`src/mfr_pkg.sv`:
```
// ----------------------------------------------------------------------------
// mfr_pkg: shared types and constants of the RGB median filter
// Pixel and transaction payload types, register indexes and fixed widths.
// ----------------------------------------------------------------------------
package mfr_pkg;

   localparam int DEF_WINDOW    = 3;
   localparam int DEF_MAX_WIDTH = 1024;
   localparam int MAX_HEIGHT    = 4096;

   localparam int CHAN_W     = 8;
   localparam int CFG_W_W    = 11;
   localparam int CFG_H_W    = 13;
   localparam int FH_W       = 13;
   localparam int ROW_W      = 12;
   localparam int CSR_DATA_W = 13;
   localparam int CSR_IDX_W  = 1;

   localparam logic [CSR_IDX_W-1:0] CSR_IMAGE_WIDTH  = 1'b0;
   localparam logic [CSR_IDX_W-1:0] CSR_IMAGE_HEIGHT = 1'b1;

   localparam logic [CFG_W_W-1:0] RST_IMAGE_WIDTH  = 11'd640;
   localparam logic [CFG_H_W-1:0] RST_IMAGE_HEIGHT = 13'd480;

   typedef struct packed {
      logic [CHAN_W-1:0] red;
      logic [CHAN_W-1:0] green;
      logic [CHAN_W-1:0] blue;
   } pixel_type;

   typedef struct packed {
      logic              action;
      logic [CHAN_W-1:0] red;
      logic [CHAN_W-1:0] green;
      logic [CHAN_W-1:0] blue;
   } req_payload_type;

   typedef struct packed {
      logic [CHAN_W-1:0] out_red;
      logic [CHAN_W-1:0] out_green;
      logic [CHAN_W-1:0] out_blue;
      logic              frame_last;
   } rsp_payload_type;

   typedef struct packed {
      logic pix;
      logic emit;
      logic inner;
      logic last;
   } s1_ctrl_type;

endpackage

```
`src/mfr_median.sv`:
```
// ----------------------------------------------------------------------------
// mfr_median: median of an odd number of 8-bit values
// Ranks every value against all others in parallel and picks the middle rank.
// ----------------------------------------------------------------------------
module mfr_median
   import mfr_pkg::*;
#(
   parameter int N = 9
) (
   input  logic [CHAN_W-1:0] vals [N],
   output logic [CHAN_W-1:0] med
);

   always_comb begin
      logic [N-1:0] below;
      med   = '0;
      below = '0;
      for (int i = 0; i < N; i++) begin
         // break ties by position so exactly one value holds each rank
         for (int j = 0; j < N; j++) begin
            below[j] = (vals[j] < vals[i]) || ((vals[j] == vals[i]) && (j < i));
         end
         if ($countones(below) == N / 2) begin
            med = vals[i];
         end
      end
   end

endmodule

```
`config.mk`:
```
export PLATFORM = sky130hd
export DESIGN_NAME = mfr_median
export DESIGN_NICKNAME = d
export VERILOG_FILES = /design/src/mfr_pkg.sv /design/src/mfr_median.sv
export SDC_FILE = /design/constraint.sdc
export NUM_CORES = 1
export LEC_CHECK = 0
export BUFFER_PORTS_ARGS = -buffer_cell sky130_fd_sc_hd__buf_2
export CORE_ASPECT_RATIO = 1.4
export CORE_MARGIN = 1.5
export CORE_UTILIZATION = 30
export DETAILED_ROUTE_END_ITERATION = 7
export GPL_TIMING_DRIVEN = 0
export MAX_ROUTING_LAYER = met4
export SYNTH_ARGS = -nofsm -noshare
export SYNTH_HDL_FRONTEND = slang
export SYNTH_SLANG_ARGS = --single-unit
```
`constraint.sdc`:
```
create_clock -name vclk -period 16.75
set_clock_uncertainty 0.15 [all_clocks]
set_input_delay 1.675 -clock vclk [all_inputs]
set_output_delay 1.675 -clock vclk [all_outputs]
set_load 0.005 [all_outputs]
```
; ---- Yosys cells after proc, flatten, opt, wreduce, memory -nomap -nowiden
; Index checks and enable logic that the tools add are counted.
[word_totals]
ff_bits = 0
input_bits = 72
output_inout_bits = 8
wordCells = 243
[op_classes]
n_addsub = 72
order_cmp = 81
eq_ne = 45
n_mux = 9
reduce_logical = 36
[ops]
columns = op, n
row1 = $lt 8x8->1, 81
row2 = $eq 8x8->1, 36
row3 = $add 32x32->32, 6
row4 = $add 1x1->2, 36
row5 = $mux 8, 9
row6 = $add 32x1->32, 2
row7 = $eq 32x4->1 const B, 2
row8 = $add 2x2->3, 14
row9 = $logic_or 1x1->1, 36
row10 = $add 4x1->5, 7
row11 = $eq 5x3->1 const B, 7
row12 = $add 3x3->4, 7

; ---- Longest topological paths before layout
; Gate-level depths: netlist of run 1.
[logic_depth]
ltp_word = 15
mapped_depth = 22
ltp_nobuf = 21

; ---- Least setup slack after synthesis of run 1
; OpenSTA, ideal clock, no wires.
[synth_path]
kind = input -> output
startpoint = in vals[41] (netlist bit)
endpoint = out med[0]
arrival_time_ps = 6349
t_required_ps = 14925
path_slack_ps = 8576
stages = 21
path_buffers = 0
cell_sequence = inv_1 > ha_1 > nor2b_1 > o21a_1 > o21a_1 > o21ai_0 > a21oi_1 > o22ai_1 > fa_1 > fa_1 > inv_1 > fa_1 > ha_1 > inv_1 > fa_1 > or4b_4 > o21ai_4 > nor2_4 > a221o_1 > a221oi_2 > o32ai_1
[synth_via]
elab_chain_len = 15
elab_cells_between_ends = 91
classes_between = 40 x add/sub / 17 x order compare / 17 x eq/ne / 9 x mux / 8 x reduce/logical
[synth_rtl]
columns = element, line_no
row1 = "start, declared", mfr_median.sv:10  ; input logic [CHAN_W-1:0] vals [N],
row2 = "parallel branches: the longest is 14 deep, another holds $add 32x32->32", -
row3 = $mux 8 *, mfr_median.sv:23  ; if ($countones(below) == N / 2) begin
row4 = "end, declared", mfr_median.sv:11  ; output logic [CHAN_W-1:0] med
; Every way passes the cells marked *.

; ---- Worst setup path after layout of run 1
[layout_path]
startpoint = in vals[25] (netlist bit)
endpoint = out med[5]
; Same word-level chain as after synthesis.

==> flow_summary.yaml, run 1 <==
outcome:
  status: "finished clean"
logic_synthesis:
  synth_nets: 1457
  yosysUniqueCellTypes: 46
  syn_area_mm2: 0.00876
  ys_seq_area_frac: 0
  postSynthAreaPerCell_um2: 8.53
  syn_inst: 1027
  yosysTopAreaCell: "ha_1"
  yosys.area.top_type_share: 0.460
  ys.warnings.count: 0
  synth_area_leaders: "ha_1, fa_1, a21o_1, inv_1, o21a_1"
floorplanning:
  start_util: 0.306
  fp-row-count: 73
  dieWidth_um: 147
  core_mm2: 0.0286
  die_y_um: 205
  pin_count: 80
  die_area_mm2: 0.0302
power_and_ir_drop:
  clockPowerShare: 0
  power_frac_comb: 1.000
  power_density_mw_per_mm2: 85.4
  pwr-share-seq: 0
  swShare: 0.568
  p_switching_w: 0.000467
  intPower_w: 0.000356
  ir_drop_v: 0.0000555
  p_leak_nw: 5.19
setup_path:
  cp_data_arrival_time_ns: 8.01
  path_max_fanout: 10
  cp-start-kind: "input pin"
  crit_type: "in2out"
  critPathRequiredTime_ns: 14.93
  end_kind: "output port"
timing:
  hold_viol_final: 0
  maxSlewViolCount: 0
  slew_headroom: 0.337
  rsz0062_at_grt: "false"
  holdWs_ns: 3.74
  post-route-period-util: 0.587
  fin_crit_ns: 9.83
  setup_viol: 0
  worst_pin_slew_ns: 0.984
  tns_ns: 0
  max_freq_mhz: 102
final_layout:
  multi_input_area_mm2: 0.00824
  fin_util: 0.337
  drive_gt1_frac: 0.102
  regArea_um2: 0
  final_cells: 1485
  area_delta_synth_final_pct: 10.1
  fill_cells: 3027
  layout.nets: 1539
  final_area_mm2: 0.00964
  num-clock-buffers: 0
  seq_cell_count: 0
worst_hold_path:
  hold_class: "in2out"
  worstHoldPathCells: 4
placement:
  dpl.cell_count: 1482
  hpwl_um: 26700
  dpl_cell_area_mm2: 0.00963
  place.gp.congestion: 0.946
  io_buffers: 80
cts:
  cts.repair.resized: 0
  postCtsSetupRepairBufs: 0
  postCtsHoldBufs: 0
run:
  max_cap_violations: 0
drt:
  via_per_inst: 5.64
  drt-initial-drc-count: 421
  drc_errors: 0
  first_pass_iters: 5
  ant_nets: 0
  routed_wirelength_um: 32600
  wl_per_cell_um: 21.9
  vias: 8375
global_routing:
  grt_overflow: 0
  grt_max_degree: 11
  grt_pass1_wl_um: 49500
  track_usage: 0.222
  antenna_found_initial: 2
  grt_pass1_vias: 8479
final cells by class:
type / count / share of cell area
antenna: 3 / 0.000779
buffer: 5 / 0.00286
inverter: 133 / 0.0518
multi-input combinational: 889 / 0.854
tap: 375 / 0.0487
timing repair buffer: 80 / 0.0415
critical path, stage by stage:
cell	delay, ns
buf_2	0.09
inv_1	0.43
ha_1	0.34
nor2b_1	0.13
o21a_1	0.16
o21a_1	0.15
o21ai_0	0.18
a21oi_1	0.10
o22ai_1	0.59
fa_1	0.52
ha_1	0.30
fa_1	0.46
fa_1	0.42
fa_1	0.47
nor4b_1	0.45
a21o_1	0.34
clkbuf_1	0.42
o31ai_1	0.13
o32ai_1	0.43
buf_2	0.20
path summary, 6_finish.rpt:
kind / from / to / slack, ns
worst min-delay path: vals[41] / med[1] / 3.74
worst max-delay path: vals[25] / med[5] / 6.92
cell usage in the layout (no fill, tap or decap), types with 2 or more instances in the layout:
master / instances
nor2_1: 19
diode_2: 3
inv_1: 133
clkbuf_1: 2
fa_1: 36
o21ba_2: 13
o31ai_1: 8
nand4_1: 29
ha_1: 322
a211oi_1: 7
nor3_1: 16
and3_1: 9
nand3_1: 45
nand2_1: 20
nand2b_1: 13
a221o_1: 8
a21o_1: 73
nor2b_1: 35
a21oi_1: 59
o22ai_1: 19
o21ai_0: 50
buf_2: 81
nor4b_1: 4
o32ai_1: 8
o21a_1: 56
a221oi_2: 8
o21bai_1: 14
logic make-up (layout without fill, tap and decap cells):
logic type	Yosys count	in the layout	synth area share
buffers and inverters	138	218	0.0602
other	0	3	0
adders and majority gates	358	358	0.542
and+or+nand+nor	202	202	0.132
AOI/OAI and AO/OA	329	329	0.265
cell usage after synthesis (7+ instances only):
master / n
o21bai_1: 14
o32ai_1: 8
o31ai_1: 8
a221oi_2: 8
nand2b_1: 13
a21oi_1: 59
nand4_1: 29
a221o_1: 8
ha_1: 322
nor2b_1: 35
fa_1: 36
o22ai_1: 19
nor3_1: 16
a21o_1: 73
o21ba_2: 13
nand2_1: 20
a211oi_1: 7
inv_1: 133
o21a_1: 56
o21ai_0: 50
and3_1: 9
nor2_1: 19
nand3_1: 45
power by group through the flow:
stage / sequential [W] / clock, W / combinational, W
6_report: 0 / 0.0000000000240 / 0.000823
3_5_place_dp: 0 / 0 / 0.000806
3_3_place_gp: 0 / 0 / 0.000786
4_1_cts: 0 / 0 / 0.000812
5_1_grt: 0 / 0.0000000000160 / 0.000913
2_1_floorplan: 0 / 0 / 0.000556
routing by layer:
| layer | track usage | vias up | part of all wire |
|---|---|---|---|
| li1 | - | 4034 | - |
| met5 | - | - | 0 |
| met3 | 0.0192 | 89 | 0.051 |
| met1 | 0.245 | 3983 | 0.39 |
| met2 | 0.396 | 269 | 0.49 |
| met4 | 0.118 | 0 | 0.065 |
through the flow:
stage	worst slack, ns	power (W)
after detailed placement	7.07	0.000806
after CTS	7.06	0.000812
after global placement	7.17	0.000786
after global routing	6.68	0.000913
final	6.92	0.000823
after floorplan	8.58	0.000556
Power figures use the tool's default switching activity.
==> run 2, diff against run 1 <==
--- a/config.mk
+++ b/config.mk
@@ -5,6 +5,7 @@
 export SDC_FILE = /design/constraint.sdc
 export NUM_CORES = 1
 export LEC_CHECK = 0
+export ABC_AREA = 1
 export BUFFER_PORTS_ARGS = -buffer_cell sky130_fd_sc_hd__buf_2
 export CORE_ASPECT_RATIO = 1.4
 export CORE_MARGIN = 1.5
==> constraint.sdc (replaced) <==
create_clock -name vclk -period 9.2
set_clock_uncertainty 0.15 [all_clocks]
set_input_delay 0.92 -clock vclk [all_inputs]
set_output_delay 0.92 -clock vclk [all_outputs]
set_load 0.005 [all_outputs]
==> run 2 against run 1 <==
Effect of this change:
- critical path depth rose by 9
- non-clock buffer count did not move
- synthesized area rose by 2.1%
- count of clock-buffer cells in the layout did not move
- hold slack got worse by 1.6 ns
- critical path type unchanged
- core utilization fell by 0.17 points
- routed wire length rose by 3.4%
- die area rose by 2.0%
- sequential share of layout area did not move
- largest cell class unchanged
- combinational power rose by 100%
- setup slack got worse by 4.9 ns
- flip-flop and latch count did not move
- largest power group unchanged
==> flow_summary.yaml, run 2 <==
logic_synthesis:
  yosys.area.top_type_share: 0.451
  yosysTopAreaCell: "ha_1"
  syn_inst: 1266
  yosys.area_share.adder: 0.531
  synth_xor_area_frac: 0.000980
  synthMostInstantiatedCell: "ha_1"
  synthTopCellsByCount: "ha_1, nand2_1, inv_1, a21oi_1, o21ai_0"
  synth_top_family_by_area: "adder cells"
  yosysUniqueCellTypes: 37
  ys_seq_area_frac: 0
  syn_area_mm2: 0.00894
  synthSimpleGateAreaFrac: 0.181
  postSynthAreaPerCell_um2: 7.06
  ys.warnings.count: 0
  synth_nets: 1696
  synth-compound-area-share: 0.176
  synthMuxAreaShare: 0
  synth_area_leaders: "ha_1, nand2_1, inv_1, fa_1, a21oi_1"
final_layout:
  layout_common_cells: "ha_1, nand2_1, inv_1, a21oi_1, buf_2"
  layout.nets: 1778
  regArea_um2: 0
  seq_cell_count: 0
  final_area_mm2: 0.00982
  num-clock-buffers: 0
  drive_gt1_frac: 0.0840
  area_delta_synth_final_pct: 9.83
  final_common_cell: "ha_1"
placement:
  io_buffers: 80
  hpwl_um: 27300
  dpl_cell_area_mm2: 0.00981
  place.gp.congestion: 0.892
global_routing:
  antenna_found_initial: 1
  grt_overflow: 0
  grt_max_degree: 11
  grt_pass1_vias: 9006
  track_usage: 0.224
  grt_pass1_wl_um: 50600
setup_path:
  slowest_stage: "fa_1"
  cp_slowest_stage_delay_ns: 0.52
  path_max_fanout: 9
  cp_common_cell: "nand2_1"
  path_delay_family: "adder cells"
  end_kind: "output port"
  crit_type: "in2out"
  critPathRequiredTime_ns: 8.13
  crit_buf_inv: 6
  cp_data_arrival_time_ns: 6.14
  cp-start-kind: "input pin"
drt:
  routed_wirelength_um: 33700
  ant_nets: 0
  drc_errors: 0
  first_pass_iters: 5
  via_per_inst: 5.29
  wl_per_cell_um: 19.5
  vias: 9143
  drt-initial-drc-count: 437
timing:
  post-route-period-util: 0.783
  maxSlewViolCount: 0
  slew_headroom: 0.179
  fin_crit_ns: 7.21
  holdWs_ns: 2.11
  rsz0062_at_grt: "false"
  hold_viol_final: 0
  tns_ns: 0
  setup_viol: 0
  max_freq_mhz: 139
  worst_pin_slew_ns: 1.22
floorplanning:
  die_y_um: 207
  pin_count: 80
  dieWidth_um: 149
  die_area_mm2: 0.0309
  core_mm2: 0.0293
  start_util: 0.305
  fp-row-count: 74
outcome:
  status: "finished clean"
cts:
  cts.repair.resized: 0
  postCtsHoldBufs: 0
  postCtsSetupRepairBufs: 0
worst_hold_path:
  hold_class: "in2out"
run:
  max_cap_violations: 0
power_and_ir_drop:
  p_leak_nw: 5.49
  power_density_mw_per_mm2: 172
  finalPower_w: 0.00168
  ir_drop_v: 0.000101
-- run 2: layer usage --
layer  up-vias  GRT usage  wire (um)
met5         -          -          0
met4         0      0.120       2200
met3       106     0.0143       1750
met2       315      0.394      16400
met1      4225      0.250      13300
li1       4497          -          -
-- run 2: area by class of cell --
| class | instances | area [um2] |
|---|---|---|
| Fill cell | 3227 | 19400 |
| Multi-Input combinational cell | 1009 | 7950 |
| Inverter | 252 | 946 |
| Tap cell | 380 | 475 |
| Timing Repair Buffer | 80 | 400 |
| Buffer | 5 | 37.5 |
| Antenna cell | 1 | 2.50 |
-- run 2: path summary, 6_finish.rpt --
kind / to / slack, ns / from / cells past startpoint
setup / recovery: med[0] / 1.99 / vals[41] / 29
hold / removal: med[4] / 2.11 / vals[4] / 4
-- run 2: tightest hold or removal path, stage by stage --
cell,delay [ns]
buf_2,0.15
nand2_1,0.08
nand2_1,0.06
buf_2,0.12
-- run 2: power by group --
group          leakage [nW]  switching [W]     internal [W]
logic                  5.49        0.00105         0.000630
clock network    0.00000634              0  0.0000000000145
registers                 0              0                0
-- run 2: cells by family (layout without fill, tap and decap cells) --
| logic type | count (synthesis) | in the layout |
|---|---|---|
| AND/OR/NAND/NOR | 378 | 378 |
| adder cells (fa/ha/maj) | 358 | 358 |
| AO/OA/AOI/OAI | 272 | 272 |
| buffers and inverters | 257 | 337 |
| XOR/XNOR | 1 | 1 |
| other | 0 | 1 |
-- run 2: stage by stage --
step | utilization | setup slack (ns) | cells
floorplan | - | 3.24 | 1266
global placement | 0.335 | 2.08 | 1726
detailed placement | 0.335 | 2.03 | 1726
CTS | 0.335 | 2.02 | 1726
global route | 0.335 | 1.74 | 1727
finish | 0.335 | 1.99 | 1727
==> run 3, diff against run 2 <==
--- a/config.mk
+++ b/config.mk
@@ -5,7 +5,7 @@
 export SDC_FILE = /design/constraint.sdc
 export NUM_CORES = 1
 export LEC_CHECK = 0
-export ABC_AREA = 1
+export ABC_AREA = 0
 export BUFFER_PORTS_ARGS = -buffer_cell sky130_fd_sc_hd__buf_2
 export CORE_ASPECT_RATIO = 1.4
 export CORE_MARGIN = 1.5
==> constraint.sdc (replaced) <==
create_clock -name vclk -period 7.06
set_clock_uncertainty 0.15 [all_clocks]
set_input_delay 0.706 -clock vclk [all_inputs]
set_output_delay 0.706 -clock vclk [all_outputs]
set_load 0.005 [all_outputs]
==> run 3 against run 2 <==
Effect of this change:
- power up 32%
- critical endpoint is now med[5]
- global-route usage up 0.13 points
- routed wire length down 1.7%
- core utilization up 1.8 points
- setup slack worse by 1.9 ns
- combinational power up 32%
- flip-flop and latch count unchanged
- count of clock-buffer cells in the layout unchanged
- largest cell class unchanged
- largest power group unchanged
==> flow_summary.yaml, run 3 (same netlist as run 1, synthesis figures left out) <==
global_routing:
  grt_pass1_vias: 8631
  track_usage: 0.225
  grt_overflow: 0
  grt_pass1_wl_um: 50100
  grt_max_degree: 11
  antenna_found_initial: 0
floorplanning:
  start_util: 0.306
  fp-row-count: 73
  dieWidth_um: 147
  die_y_um: 205
  pin_count: 80
  core_mm2: 0.0286
  die_area_mm2: 0.0302
power_and_ir_drop:
  finalPower_w: 0.00222
  power_density_mw_per_mm2: 220
  p_leak_nw: 5.30
  power_frac_comb: 1.000
  intPower_w: 0.00101
  p_switching_w: 0.00121
  clockPowerShare: 0
  pwr-share-seq: 0
  swShare: 0.547
  ir_drop_v: 0.000156
drt:
  drc_errors: 0
  vias: 8521
  ant_nets: 0
  routed_wirelength_um: 33100
  via_per_inst: 5.67
  drt-initial-drc-count: 444
  first_pass_iters: 6
  wl_per_cell_um: 22.0
timing:
  post-route-period-util: 0.981
  holdWs_ns: 1.78
  slew_headroom: 0.395
  fin_crit_ns: 6.93
  setup_viol: 0
  max_freq_mhz: 144
  maxSlewViolCount: 0
  hold_viol_final: 0
  worst_pin_slew_ns: 0.897
final_layout:
  seq_cell_count: 0
  layout.nets: 1559
  final_common_cell: "ha_1"
  drive_gt1_frac: 0.155
  regArea_um2: 0
  num-clock-buffers: 0
  area_delta_synth_final_pct: 15.3
  final_area_mm2: 0.0101
  layout_common_cells: "ha_1, inv_1, a21o_1, buf_2, a21oi_1"
outcome:
  status: "finished clean"
setup_path:
  path_max_fanout: 10
  cp-start-kind: "input pin"
  cp_data_arrival_time_ns: 6.07
  crit_type: "in2out"
  end_kind: "output port"
  critPathRequiredTime_ns: 6.20
worst_hold_path:
  hold_class: "in2out"
placement:
  place.gp.congestion: 0.946
  dpl_cell_area_mm2: 0.00963
  io_buffers: 80
  hpwl_um: 26700
run:
  max_cap_violations: 0
run 3: cell count changes in the layout (fill, tap and decap cells not counted), moves of 33 or more:
cell     before  now
a21o_1        0   73
nand2_1     243   19
o21a_1        6   54
inv_1       237  124
nor2_1       52   19
nor2b_1       0   34
a21oi_1     126   57
run 3: worst max-delay path: stages:
cell,delay [ns]
buf_2,0.30
inv_1,0.16
ha_1,0.33
a21o_1,0.19
a21o_1,0.17
a21oi_1,0.14
o21a_1,0.22
o21ai_0,0.22
ha_1,0.36
fa_1,0.45
fa_1,0.46
ha_1,0.22
fa_1,0.48
or4b_1,0.45
buf_6,0.17
nand2_4,0.12
o22ai_1,0.12
a211oi_1,0.19
o31ai_1,0.12
o32ai_2,0.30
buf_2,0.18
run 3: timing repair:
action | 4_1_cts | 5_1_grt
hold buffers | 0 | 0
pin swaps | 4 | 21
setup buffers | 7 | 14
cloned | 0 | 0
setup endpoints to repair | 8 | 8
resized for setup | 18 | 52
run 3: worst paths after layout:
kind	from	to	slack, ns	depth (start not counted)
setup / recovery	vals[13]	med[5]	0.13	21
hold / removal	vals[41]	med[1]	1.78	4
run 3: layout make-up:
type,count,area [um2]
inverters,133,529
fillers,2999,18500
diodes,1,2.50
well taps,375,469
repair buffers,101,602
plain buffers,4,27.5
multi-input cells,889,8460
run 3: layer usage:
layer	up-vias	part of all wire	global-route usage
li1	4067	-	-
met1	4043	0.39	0.243
met2	293	0.48	0.396
met3	118	0.055	0.0249
met4	0	0.078	0.134
met5	-	0	-
run 3: power by group through the flow:
stage / Clock (W) / Sequential (W) / Combinational (W)
after floorplan: 0 / 0 / 0.00132
after global placement: 0 / 0 / 0.00186
after detailed placement: 0 / 0 / 0.00191
after CTS: 0 / 0 / 0.00206
after global routing: 0 / 0 / 0.00244
final: 0.0000000000189 / 0 / 0.00222
run 3: metrics by stage:
stage | setup TNS (ns) | utilization | std cells | setup WS [ns]
detailed placement | -5.00 | 0.337 | 1482 | -0.683
global placement | -4.35 | 0.337 | 1482 | -0.580
floorplan | 0 | - | 1027 | 0.824
CTS | 0 | 0.343 | 1488 | 0.00857
finish | 0 | 0.353 | 1503 | 0.133
global route | -0.0170 | 0.353 | 1502 | -0.0111
